[src/hw/rtl/srt_pkg.sv]
// ---------------------------------------------------------------------------
// srt_pkg
// shared types and codes of the slot reservation table
// ---------------------------------------------------------------------------
package srt_pkg;

  // request kinds
  localparam logic [2:0] KIND_APPEND    = 3'd0;
  localparam logic [2:0] KIND_BOOK      = 3'd1;
  localparam logic [2:0] KIND_CANCEL    = 3'd2;
  localparam logic [2:0] KIND_SORT      = 3'd3;
  localparam logic [2:0] KIND_LIST_ALL  = 3'd4;
  localparam logic [2:0] KIND_LIST_FREE = 3'd5;

  // result status codes
  localparam logic [2:0] ST_DONE       = 3'd0;
  localparam logic [2:0] ST_OCCUPIED   = 3'd1;
  localparam logic [2:0] ST_VACANT     = 3'd2;
  localparam logic [2:0] ST_NO_SLOT    = 3'd3;
  localparam logic [2:0] ST_FULL       = 3'd4;
  localparam logic [2:0] ST_LIST_ENTRY = 3'd5;
  localparam logic [2:0] ST_LIST_EMPTY = 3'd6;

  // one table entry as stored in memory
  typedef struct packed {
    logic        taken;
    logic [15:0] end_time;
    logic [15:0] start_time;
  } slot_t;

  localparam int SLOT_W = $bits(slot_t);

  typedef enum logic [4:0] {
    S_IDLE = 5'b00001,
    S_RD   = 5'b00010,
    S_CMP  = 5'b00100,
    S_SEND = 5'b01000,
    S_FIN  = 5'b10000
  } state_t;

endpackage

[src/hw/rtl/srt_ram.sv]
// ---------------------------------------------------------------------------
// srt_ram
// generic simple dual-port ram, one write port, registered read
// ---------------------------------------------------------------------------
module srt_ram #(
  parameter int W = 8,
  parameter int D = 16,
  localparam int AW = $clog2(D)
) (
  input  logic          clk,
  input  logic          we,
  input  logic [AW-1:0] waddr,
  input  logic [W-1:0]  wdata,
  input  logic [AW-1:0] raddr,
  output logic [W-1:0]  rdata
);

  logic [W-1:0] mem [D];

  always_ff @(posedge clk) begin
    if (we) begin
      mem[waddr] <= wdata;
    end
    rdata <= mem[raddr];
  end

endmodule

[src/hw/rtl/slot_reservation_table.sv]
// ---------------------------------------------------------------------------
// slot_reservation_table
// table of interval slots with append, book, cancel, sort and listing
// ---------------------------------------------------------------------------
// usage:
//   one request item enters on the s_axis side (kind in tuser, times in tdata)
//   and answers with one or more result items on the m_axis side; the final
//   result of each request carries tlast
//   slots live in one ram (start, end, booked mark), read through a registered
//   port; the controller walks it one entry at a time, reading in S_RD, comparing in S_CMP
// work per request kind (n = stored slots):
//   append and unused kinds: answered in the finish state, without a walk
//   book / cancel: walk the entries up to the first match, then finish
//   listing: walk every entry, holding while the output stalls
//   sort: bubble passes over the ram, up to n passes
//   one request is handled at a time; s_axis_tready is high only when idle
// reset: clears the slot count and the controller; no ram clearing pass
// stall: a result waits in the output register; a listing holds its walk
//   until the register frees, other work never drops or repeats a result
// ---------------------------------------------------------------------------
module slot_reservation_table #(
  parameter int MAX_SLOTS = 64
) (
  input  logic        clk,
  input  logic        rst,
  input  logic        s_axis_tvalid,
  output logic        s_axis_tready,
  input  logic [31:0] s_axis_tdata,  // start_time[15:0], end_time[31:16]
  input  logic [2:0]  s_axis_tuser,  // kind[2:0]
  output logic        m_axis_tvalid,
  input  logic        m_axis_tready,
  output logic [39:0] m_axis_tdata,  // slot_start[15:0], slot_end[31:16], slot_taken[32]
  output logic [2:0]  m_axis_tuser,  // status[2:0]
  output logic        m_axis_tlast
);

  localparam int AW = $clog2(MAX_SLOTS);
  localparam int CW = $clog2(MAX_SLOTS + 1) > AW + 1 ? $clog2(MAX_SLOTS + 1) : AW + 1;

  srt_pkg::state_t state;
  logic [CW-1:0]   count;       // stored slots
  logic [CW-1:0]   idx;         // walk position, also the ram read address
  logic [2:0]      op;
  logic [15:0]     key_start;
  logic [15:0]     key_end;
  srt_pkg::slot_t  cur;         // sort: entry carried along the pass
  logic            moved;       // sort: a swap happened in this pass
  srt_pkg::slot_t  pend;        // listing: entry held back to place tlast
  logic            have_pend;
  logic [2:0]      res_status;  // status of the closing result

  // output register
  logic            o_valid;
  logic [2:0]      o_status;
  srt_pkg::slot_t  o_slot;
  logic            o_last;

  // ram ports
  logic            we;
  logic [AW-1:0]   waddr;
  srt_pkg::slot_t  wdata;
  srt_pkg::slot_t  rd;
  logic [srt_pkg::SLOT_W-1:0] rd_raw;

  logic            accept;
  logic            can_emit;
  logic            emit;
  logic [2:0]      e_status;
  srt_pkg::slot_t  e_slot;
  logic            e_last;
  logic            is_end;      // current entry is the final stored one
  logic            match;
  logic            qual;
  logic            swap;
  logic            full;

  assign rd       = srt_pkg::slot_t'(rd_raw);
  assign accept   = s_axis_tvalid && s_axis_tready;
  assign can_emit = !o_valid || m_axis_tready;
  assign is_end   = (idx + CW'(1)) == count;
  assign match    = (rd.start_time == key_start) && (rd.end_time == key_end);
  assign qual     = (op == srt_pkg::KIND_LIST_ALL) || !rd.taken;
  assign swap     = cur.start_time > rd.start_time;
  assign full     = count == CW'(MAX_SLOTS);

  assign s_axis_tready = (state == srt_pkg::S_IDLE);

  srt_ram #(
    .W(srt_pkg::SLOT_W),
    .D(MAX_SLOTS)
  ) u_ram (
    .clk  (clk),
    .we   (we),
    .waddr(waddr),
    .wdata(wdata),
    .raddr(idx[AW-1:0]),
    .rdata(rd_raw)
  );

  // ram writes and result generation
  always_comb begin
    we       = 1'b0;
    waddr    = idx[AW-1:0];
    wdata    = cur;
    emit     = 1'b0;
    e_status = res_status;
    e_slot   = '0;
    e_last   = 1'b1;
    unique case (state)
      srt_pkg::S_IDLE: begin
        // append goes to the first unused entry
        if (accept && s_axis_tuser == srt_pkg::KIND_APPEND && !full) begin
          we    = 1'b1;
          waddr = count[AW-1:0];
          wdata = '{taken: 1'b0, end_time: s_axis_tdata[31:16],
                    start_time: s_axis_tdata[15:0]};
        end
      end
      srt_pkg::S_RD: begin
      end
      srt_pkg::S_CMP: begin
        if (op == srt_pkg::KIND_BOOK || op == srt_pkg::KIND_CANCEL) begin
          if (match && (rd.taken != (op == srt_pkg::KIND_BOOK))) begin
            we          = 1'b1;
            wdata       = rd;
            wdata.taken = (op == srt_pkg::KIND_BOOK);
          end
        end else if (op == srt_pkg::KIND_SORT) begin
          // the smaller of the carried entry and the new one settles at idx-1
          if (idx != '0) begin
            we    = 1'b1;
            waddr = AW'(idx - CW'(1));
            wdata = swap ? rd : cur;
          end
        end else begin
          // listing: a new qualifying entry releases the one held back
          if (qual && have_pend && can_emit) begin
            emit     = 1'b1;
            e_status = srt_pkg::ST_LIST_ENTRY;
            e_slot   = pend;
            e_last   = 1'b0;
          end
        end
      end
      srt_pkg::S_SEND: begin
        // carried entry closes the pass at the top position
        we    = 1'b1;
        wdata = cur;
      end
      srt_pkg::S_FIN: begin
        if (can_emit) begin
          emit = 1'b1;
          if (have_pend) begin
            e_status = srt_pkg::ST_LIST_ENTRY;
            e_slot   = pend;
          end
        end
      end
      default: begin
      end
    endcase
  end

  // controller
  always_ff @(posedge clk) begin
    if (rst) begin
      state     <= srt_pkg::S_IDLE;
      count     <= '0;
      idx       <= '0;
      have_pend <= 1'b0;
      moved     <= 1'b0;
    end else begin
      unique case (state)
        srt_pkg::S_IDLE: begin
          if (accept) begin
            op        <= s_axis_tuser;
            key_start <= s_axis_tdata[15:0];
            key_end   <= s_axis_tdata[31:16];
            idx       <= '0;
            have_pend <= 1'b0;
            moved     <= 1'b0;
            unique case (s_axis_tuser)
              srt_pkg::KIND_APPEND: begin
                if (full) begin
                  res_status <= srt_pkg::ST_FULL;
                end else begin
                  res_status <= srt_pkg::ST_DONE;
                  count      <= count + CW'(1);
                end
                state <= srt_pkg::S_FIN;
              end
              srt_pkg::KIND_BOOK, srt_pkg::KIND_CANCEL: begin
                res_status <= srt_pkg::ST_NO_SLOT;
                state      <= (count == '0) ? srt_pkg::S_FIN : srt_pkg::S_RD;
              end
              srt_pkg::KIND_SORT: begin
                res_status <= srt_pkg::ST_DONE;
                state      <= (count < CW'(2)) ? srt_pkg::S_FIN : srt_pkg::S_RD;
              end
              srt_pkg::KIND_LIST_ALL, srt_pkg::KIND_LIST_FREE: begin
                res_status <= srt_pkg::ST_LIST_EMPTY;
                state      <= (count == '0) ? srt_pkg::S_FIN : srt_pkg::S_RD;
              end
              default: begin
                res_status <= srt_pkg::ST_NO_SLOT;
                state      <= srt_pkg::S_FIN;
              end
            endcase
          end
        end
        srt_pkg::S_RD: begin
          // read data for idx shows up next cycle
          state <= srt_pkg::S_CMP;
        end
        srt_pkg::S_CMP: begin
          if (op == srt_pkg::KIND_BOOK || op == srt_pkg::KIND_CANCEL) begin
            if (match) begin
              if (op == srt_pkg::KIND_BOOK) begin
                res_status <= rd.taken ? srt_pkg::ST_OCCUPIED : srt_pkg::ST_DONE;
              end else begin
                res_status <= rd.taken ? srt_pkg::ST_DONE : srt_pkg::ST_VACANT;
              end
              state <= srt_pkg::S_FIN;
            end else if (is_end) begin
              state <= srt_pkg::S_FIN;
            end else begin
              idx   <= idx + CW'(1);
              state <= srt_pkg::S_RD;
            end
          end else if (op == srt_pkg::KIND_SORT) begin
            if (idx == '0) begin
              cur   <= rd;
              idx   <= CW'(1);
              state <= srt_pkg::S_RD;
            end else begin
              if (swap) begin
                moved <= 1'b1;
              end else begin
                cur <= rd;
              end
              if (is_end) begin
                state <= srt_pkg::S_SEND;
              end else begin
                idx   <= idx + CW'(1);
                state <= srt_pkg::S_RD;
              end
            end
          end else begin
            // listing walk, holds while a held-back entry waits for the busy output register
            if (!(qual && have_pend && !can_emit)) begin
              if (qual) begin
                pend      <= rd;
                have_pend <= 1'b1;
              end
              if (is_end) begin
                state <= srt_pkg::S_FIN;
              end else begin
                idx   <= idx + CW'(1);
                state <= srt_pkg::S_RD;
              end
            end
          end
        end
        srt_pkg::S_SEND: begin
          if (moved) begin
            moved <= 1'b0;
            idx   <= '0;
            state <= srt_pkg::S_RD;
          end else begin
            state <= srt_pkg::S_FIN;
          end
        end
        srt_pkg::S_FIN: begin
          if (can_emit) begin
            have_pend <= 1'b0;
            state     <= srt_pkg::S_IDLE;
          end
        end
        default: begin
          state <= srt_pkg::S_IDLE;
        end
      endcase
    end
  end

  // output register
  always_ff @(posedge clk) begin
    if (rst) begin
      o_valid <= 1'b0;
    end else begin
      o_valid <= emit || (o_valid && !m_axis_tready);
    end
    if (emit) begin
      o_status <= e_status;
      o_slot   <= e_slot;
      o_last   <= e_last;
    end
  end

  assign m_axis_tvalid = o_valid;
  assign m_axis_tuser  = o_status;
  assign m_axis_tdata  = {7'd0, o_slot.taken, o_slot.end_time, o_slot.start_time};
  assign m_axis_tlast  = o_last;

endmodule

[config.mk]
export PLATFORM = sky130hd
export DESIGN_NAME = slot_reservation_table
export DESIGN_NICKNAME = d
export VERILOG_FILES = /design/src/hw/rtl/srt_pkg.sv /design/src/hw/rtl/srt_ram.sv /design/src/hw/rtl/slot_reservation_table.sv
export SDC_FILE = /design/constraint.sdc
export NUM_CORES = 2
export LEC_CHECK = 0
export ABC_AREA = 1
export BUFFER_PORTS_ARGS = -buffer_cell sky130_fd_sc_hd__buf_2
export CAP_MARGIN = 20
export CORE_ASPECT_RATIO = 0.9
export CORE_UTILIZATION = 25
export CTS_BUF_LIST = sky130_fd_sc_hd__clkbuf_8
export DETAILED_ROUTE_END_ITERATION = 10
export PLACE_DENSITY_LB_ADDON = 0.3
export SLEW_MARGIN = 20
export SYNTH_ARGS = -nofsm -noshare
export SYNTH_HDL_FRONTEND = slang
export SYNTH_SLANG_ARGS = --single-unit
[constraint.sdc]
create_clock -name clk -period 6.4 [get_ports clk]
set_input_delay 0 -clock clk [delete_from_list [all_inputs] [get_ports clk]]
set_output_delay 0 -clock clk [all_outputs]
set_load 0.01 [all_outputs]
# Word level (Yosys, flattened, before mapping)

Memories as Yosys holds them, arrays and structs flattened. A register that Yosys moved wholly into a read port is not among the register bits.
Index checks and enable logic that the tools add are counted.

Multiplexer cells: 84
Reduce and logical (&&, ||, !) cells: 37
Add/sub/neg operators: 3
Bitwise gates (word level): 6
Eq/ne operators: 34
$lt $le $gt $ge: 2

Operators by type and width:

| operator                                                              | count |
|---|---|
| 33-bit two-way mux                                                    | 13 |
| 33-bit case mux with 2 select lines                                   | 2 |
| 7-bit two-way mux                                                     | 8 |
| 5-bit two-way mux                                                     | 10 |
| 16-bit equality test                                                  | 2 |
| 3-bit two-way mux                                                     | 9 |
| 5-bit case mux with 5 select lines                                    | 1 |
| 6-bit two-way mux                                                     | 4 |
| 1-bit two-way mux                                                     | 23 |
| 2-bit != test, second input constant                                  | 11 |
| 7-bit case mux with 3 select lines                                    | 1 |
| 16-bit > comparator                                                   | 1 |
| 5-bit AND reduction                                                   | 3 |
| 7-bit by 1-bit adder with 7-bit output, second input constant         | 2 |
| 7-bit zero test                                                       | 2 |
| 3-bit by 2-bit equality test with 1-bit output, second input constant | 4 |
| 3-bit case mux with 2 select lines                                    | 2 |
| 6-bit case mux with 2 select lines                                    | 1 |
| 6-bit AND reduction                                                   | 2 |
| 5-bit case mux with 2 select lines                                    | 1 |
| 3-bit equality test, second input constant                            | 3 |
| 1-bit logical AND                                                     | 9 |
| 1-bit case mux with 3 select lines                                    | 3 |
| 3-bit case mux with 3 select lines                                    | 1 |
| other kinds (30)                                                      | 48 |

Flip-flop bits (word level): 163
Memories kept: 1
Bits in writable memories: 2112
Logic and storage cells: 188

Memory list:

| memory    | words | bits a word | read ports | clocked after Yosys merged registers in | write ports | RTL line      | RTL |
|---|---|---|---|---|---|---|---|
| u_ram.mem | 64    | 33          | 1          | 1                                       | 1           | srt_ram.sv:18 | `logic [W-1:0] mem [D];` |

# Longest topological paths before layout

Depth after elaboration: 9
Depth in mapped cells: 18

# Cells and area by module

Synthesis repeated with hierarchy kept, for this count alone.

Cells, all modules: 8075
Area total of the unflattened synthesis: 94998.6 sq um

By module, submodules not included:

| module                 | instances | cells an instance | area each (sq um) | seq. area each (sq um) |
|---|---|---|---|---|
| srt_ram                | 1         | 6996              | 85713.5           | 64081.5 |
| slot_reservation_table | 1         | 1079              | 9285.2            | 4674.5 |

# Least setup slack after synthesis

Ideal clock, no wire load.

Path type: register to register
Start: reg state[0]
End: reg pend[0] (netlist name), enable pin
Buffers on the path: 1
Setup slack: 1.774 ns
Arrival: 4.120 ns
Required time: 5.894 ns
Setup time: 0.506 ns
Cell stages (with the launch flop): 5
Cell sequence: dfxtp_1 -> nor2_2 -> nand4_2 -> clkbuf_1 -> nor4_1

Longest elaborated chain between the ends: 2

Ends and longest elaborated chain:

| item                                           | RTL line                      | RTL |
|---|---|---|
| start, declared                                | slot_reservation_table.sv:40  | `srt_pkg::state_t state;` |
| start signal, assigned                         | slot_reservation_table.sv:167 | `state <= srt_pkg::S_IDLE;` |
| start signal, assigned                         | slot_reservation_table.sv:190 | `state <= srt_pkg::S_FIN;` |
| start signal, assigned                         | slot_reservation_table.sv:194 | `state <= (count == '0) ? srt_pkg::S_FIN : srt_pkg::S_RD;` |
| 5-bit by 3-bit equality test with 1-bit output | slot_reservation_table.sv:173 | `unique case (state)` |
| 6-bit AND reduction (no line)                  | -                             |  |
| end signal, assigned                           | slot_reservation_table.sv:252 | `pend <= rd;` |
| end, declared                                  | slot_reservation_table.sv:48  | `srt_pkg::slot_t pend;` |

No other way between the ends.
A chain may end at the register's enable or synchronous reset.

# Final worst setup path

Start: reg count[1]
End: mem u_ram.mem[31][15] (netlist name), enable pin

Longest elaborated chain between the ends: 7

Ends and longest elaborated chain:

| item                                    | RTL line                      | RTL |
|---|---|---|
| start, declared                         | slot_reservation_table.sv:41  | `logic [CW-1:0] count;` |
| start signal, assigned                  | slot_reservation_table.sv:188 | `count <= count + CW'(1);` |
| 7-bit equality test                     | slot_reservation_table.sv:84  | `assign full = count == CW'(MAX_SLOTS);` |
| 1-bit zero test                         | slot_reservation_table.sv:112 | `if (accept && s_axis_tuser == srt_pkg::KIND_APPEND && !full) begin` |
| 1-bit logical AND                       | slot_reservation_table.sv:112 |  |
| 1-bit two-way mux                       | slot_reservation_table.sv:112 |  |
| 1-bit case mux with 3 select lines      | slot_reservation_table.sv:109 | `unique case (state)` |
| 1-bit two-way mux                       | srt_ram.sv:21                 | `if (we) begin` |
| 1-bit two-way mux (implied by the code) | srt_ram.sv:22                 | `mem[waddr] <= wdata;` |
| end, declared                           | srt_ram.sv:18                 |  |

Several ways; a longest one is shown, not always the timed one.

==> run metrics <==
via count=61,700; share of the synthesized area in the top cell type=0.741; Total GRT Usage=0.161; area of the multi-input gates=0.0207 mm²; die footprint=0.368 mm²; Layout Nets=7,319; fin. max-slew vios=0; initial core utilization=0.251; crit path launch type=flip-flop; most common cell after layout, fill and taps aside=edfxtp_1; shortest period the worst path allows=4.66 ns; io pins=85; Die Y=575 µm; Crit path required time=between 7 and 8 ns; post-route insts no fill=between 10,000 and 15,000; part of the cycle the worst path needs=0.727; worst-margin pin slew=1.17 ns; Syn Area/Cell=13.1 µm²; # rows=210; Worst R2R End=u_ram.mem[31][15]; Cells after Synth=6,954; vias per std cell=a little under 5; leading cell types in the layout, fill and taps excluded=2,253 x edfxtp_1, 1,221 x nor2_1, 1,117 x o21ai_0; Peak VDD IR=0.000566 V; Register Area=0.0688 mm²; Yosys reg bits=2,308; cell taking the most area after synthesis=edfxtp_1; synth top area cells=edfxtp_1 74%, o21ai_0 6.1%, nor2_1 5.3%, o221ai_1 2.5%, nand2_1 2.4%; Die W=639 µm; initial antenna violation count=29; clock-pin slew on the worst setup and hold paths=0.06 ns; final count of negative-setup-slack endpoints=0; Placer Congestion=0.880; Hold Fails Final Rpt=0; Core Box Area=0.364 mm²; vias in the first global route=58,900; Setup Buffers After CTS=0; min-delay src=s_axis_tuser[1]; status=finished clean; post-route ant nets=0; WL final=around 300,000 µm; Max H-tree Level=5; register area share after synthesis=0.753; Slew HR=0.220; hold path endpoint=res_status[1]; placed insts=~12,000; PwrDens=474 mW/mm²; worst min-delay path category=in2reg; clk_lat worst skew=1.11 ns; Leak=0.0347 µW; Critical Path End Type=flip-flop; hold path cells=5; Synth Warn #=0; layout cells sized above 1=0.123; Netlist cell types=54; Setup CP Type=reg2reg; cells on worst reg2reg path=13; drt wl/cell=24.8 µm; Fin Setup TNS=0 ns; Fillers=36,900; detailed placement HPWL=166,000 µm; DR pass1 iterations=8; IO Port Bufs=77; Congestion Overflow GR=0; RSZ-0062 raised after global routing=false; FF-to-FF setup slack=about 1.7 ns; f_max=0.215 GHz; area delta synth->final=16.6%; CTS buffer count=405; Crit Reg-Reg Startpoint=count[1]; CTS sink count=2,308; Detailed Route Iter0 Violations=7,497; DRC viols=0; crit-path max FO=35; first-pass GRT wire length=436,000 µm; CTS tree=done; CTS Root Buffer Type=clkbuf_8; max-cap violations=0; Clock Tree Buf Depth=4; Worst EP arrival=5.36 ns; skew final=between 0.1 and 0.15 ns; Post-Syn Area=a little over 0.09 mm²; largest net degree at the start of global routing=173
-- flip-flops by register name, indices dropped and copies added, names as in the netlist --
| register | cells |
|---|---|
| res_status | 3 |
| idx | 7 |
| u_ram.rdata | 33 |
| op | 3 |
| have_pend | 1 |
| m_axis_tuser | 3 |
| pend | 33 |
| m_axis_tvalid | 1 |
| count | 7 |
| moved | 1 |
| u_ram.mem | 2112 |
| state | 5 |
| key_start | 16 |
| cur | 33 |
| m_axis_tdata | 33 |
| m_axis_tlast | 1 |
| key_end | 16 |
-- logic make-up after synthesis --
kind of cell,count (synthesis),synth area share
AO/OA/AOI/OAI,1881,0.122
XOR/XNOR,19,0.00182
adder cells (fa/ha/maj),22,0.00301
buffers and inverters,622,0.0283
flip-flops,2308,0.753
other,1,0.0000411
AND/OR/NAND/NOR,2101,0.0920
-- timing repair --
item / in CTS / in global routing
endpoints found under the hold margin: 936 / 0
resized for setup: 0 / 0
hold buffers: 79 / 0
endpoints found under the setup margin: 0 / 0
-- layer usage --
| metal | vias up | GRT usage | wire (µm) |
|---|---|---|---|
| met5 | - | 0 | 0 |
| met4 | 0 | 0.0502 | 9000 |
| met3 | 481 | 0.0278 | 26100 |
| met2 | 2982 | 0.241 | 134000 |
| met1 | 31700 | 0.237 | 139000 |
| li1 | 26600 | - | - |
-- power breakdown --
group	internal [µW]	switching, µW
Clock	6420	6020
Combinational	4210	14400
Sequential	19000	423
-- Yosys cell counts (all sizes together) --
cell type and instances:
and3 1, nor3 19, buf 171, a211oi 1, nor3b 1, ha 22, nor4 2, o211ai 91
o21ai 1128, a21oi 80, o22ai 268, nand2 593, o21a 1, o221ai 258, and2 2, dfxtp 55
clkinv 1, nor2 1300, xor2 4, o2111ai 5, a22oi 22, conb 1, o31ai 3, nand3 151
o21bai 13, clkbuf 302, inv 148, nand4 23, a21o 1, or2 7, nand3b 2, edfxtp 2253
a22o 6, xnor2 15, a31oi 4
-- stage by stage --
| stage | worst slack [ns] | instance area, µm² | hold WS, ns | utilization | total power, µW |
|---|---|---|---|---|---|
| 2_1_floorplan | 1.77 | 91300 | 0.0989 | - | 29700 |
| 3_3_place_gp | 1.90 | 98300 | 0.229 | 0.270 | 37900 |
| 3_5_place_dp | 1.91 | 98400 | 0.243 | 0.270 | 38100 |
| 4_1_cts | 1.87 | 106000 | 0.0181 | 0.292 | 50500 |
| 5_1_grt | 1.56 | 106000 | 0.0973 | 0.293 | 52600 |
| 6_report | 1.74 | 106000 | 0.130 | 0.293 | 50500 |
-- how the worst max path moves through the flow --
stage                     slack, ns  cells after the start           endpoint     start
final                          1.74                     13  u_ram.mem[31][15]  count[1]
after global routing           1.56                     13  u_ram.mem[31][15]  count[1]
after CTS                      1.87                     13  u_ram.mem[31][15]  count[1]
after detailed placement       1.91                     13  u_ram.mem[31][17]  count[1]
after global placement         1.90                     13  u_ram.mem[31][15]  count[0]
after floorplan                1.77                      4            pend[0]  state[0]
-- worst max-delay path, stage by stage, from the launching register on --
cell and delay (ns):
dfxtp_1 0.37, inv_1 0.12, ha_1 0.21, nor3b_1 0.14, nand4_1 0.18, nand3_4 0.24, inv_2 0.59, nand2_1 0.15
nand3_1 0.16, nand2_1 0.07, nor2_1 0.40, nand3_2 0.51, nor2_4 0.62, buf_4 0.47
-- cell type report --
type                    count  area share
well taps                4876      0.0573
repair buffers            364      0.0288
multi-input cells        4030       0.194
inverters                 149     0.00549
clock inverters           292      0.0139
diodes                     14    0.000329
flip-flops and latches   2308       0.646
clock buffers             415      0.0537
Note: power is estimated with default switching activity, not from simulation.
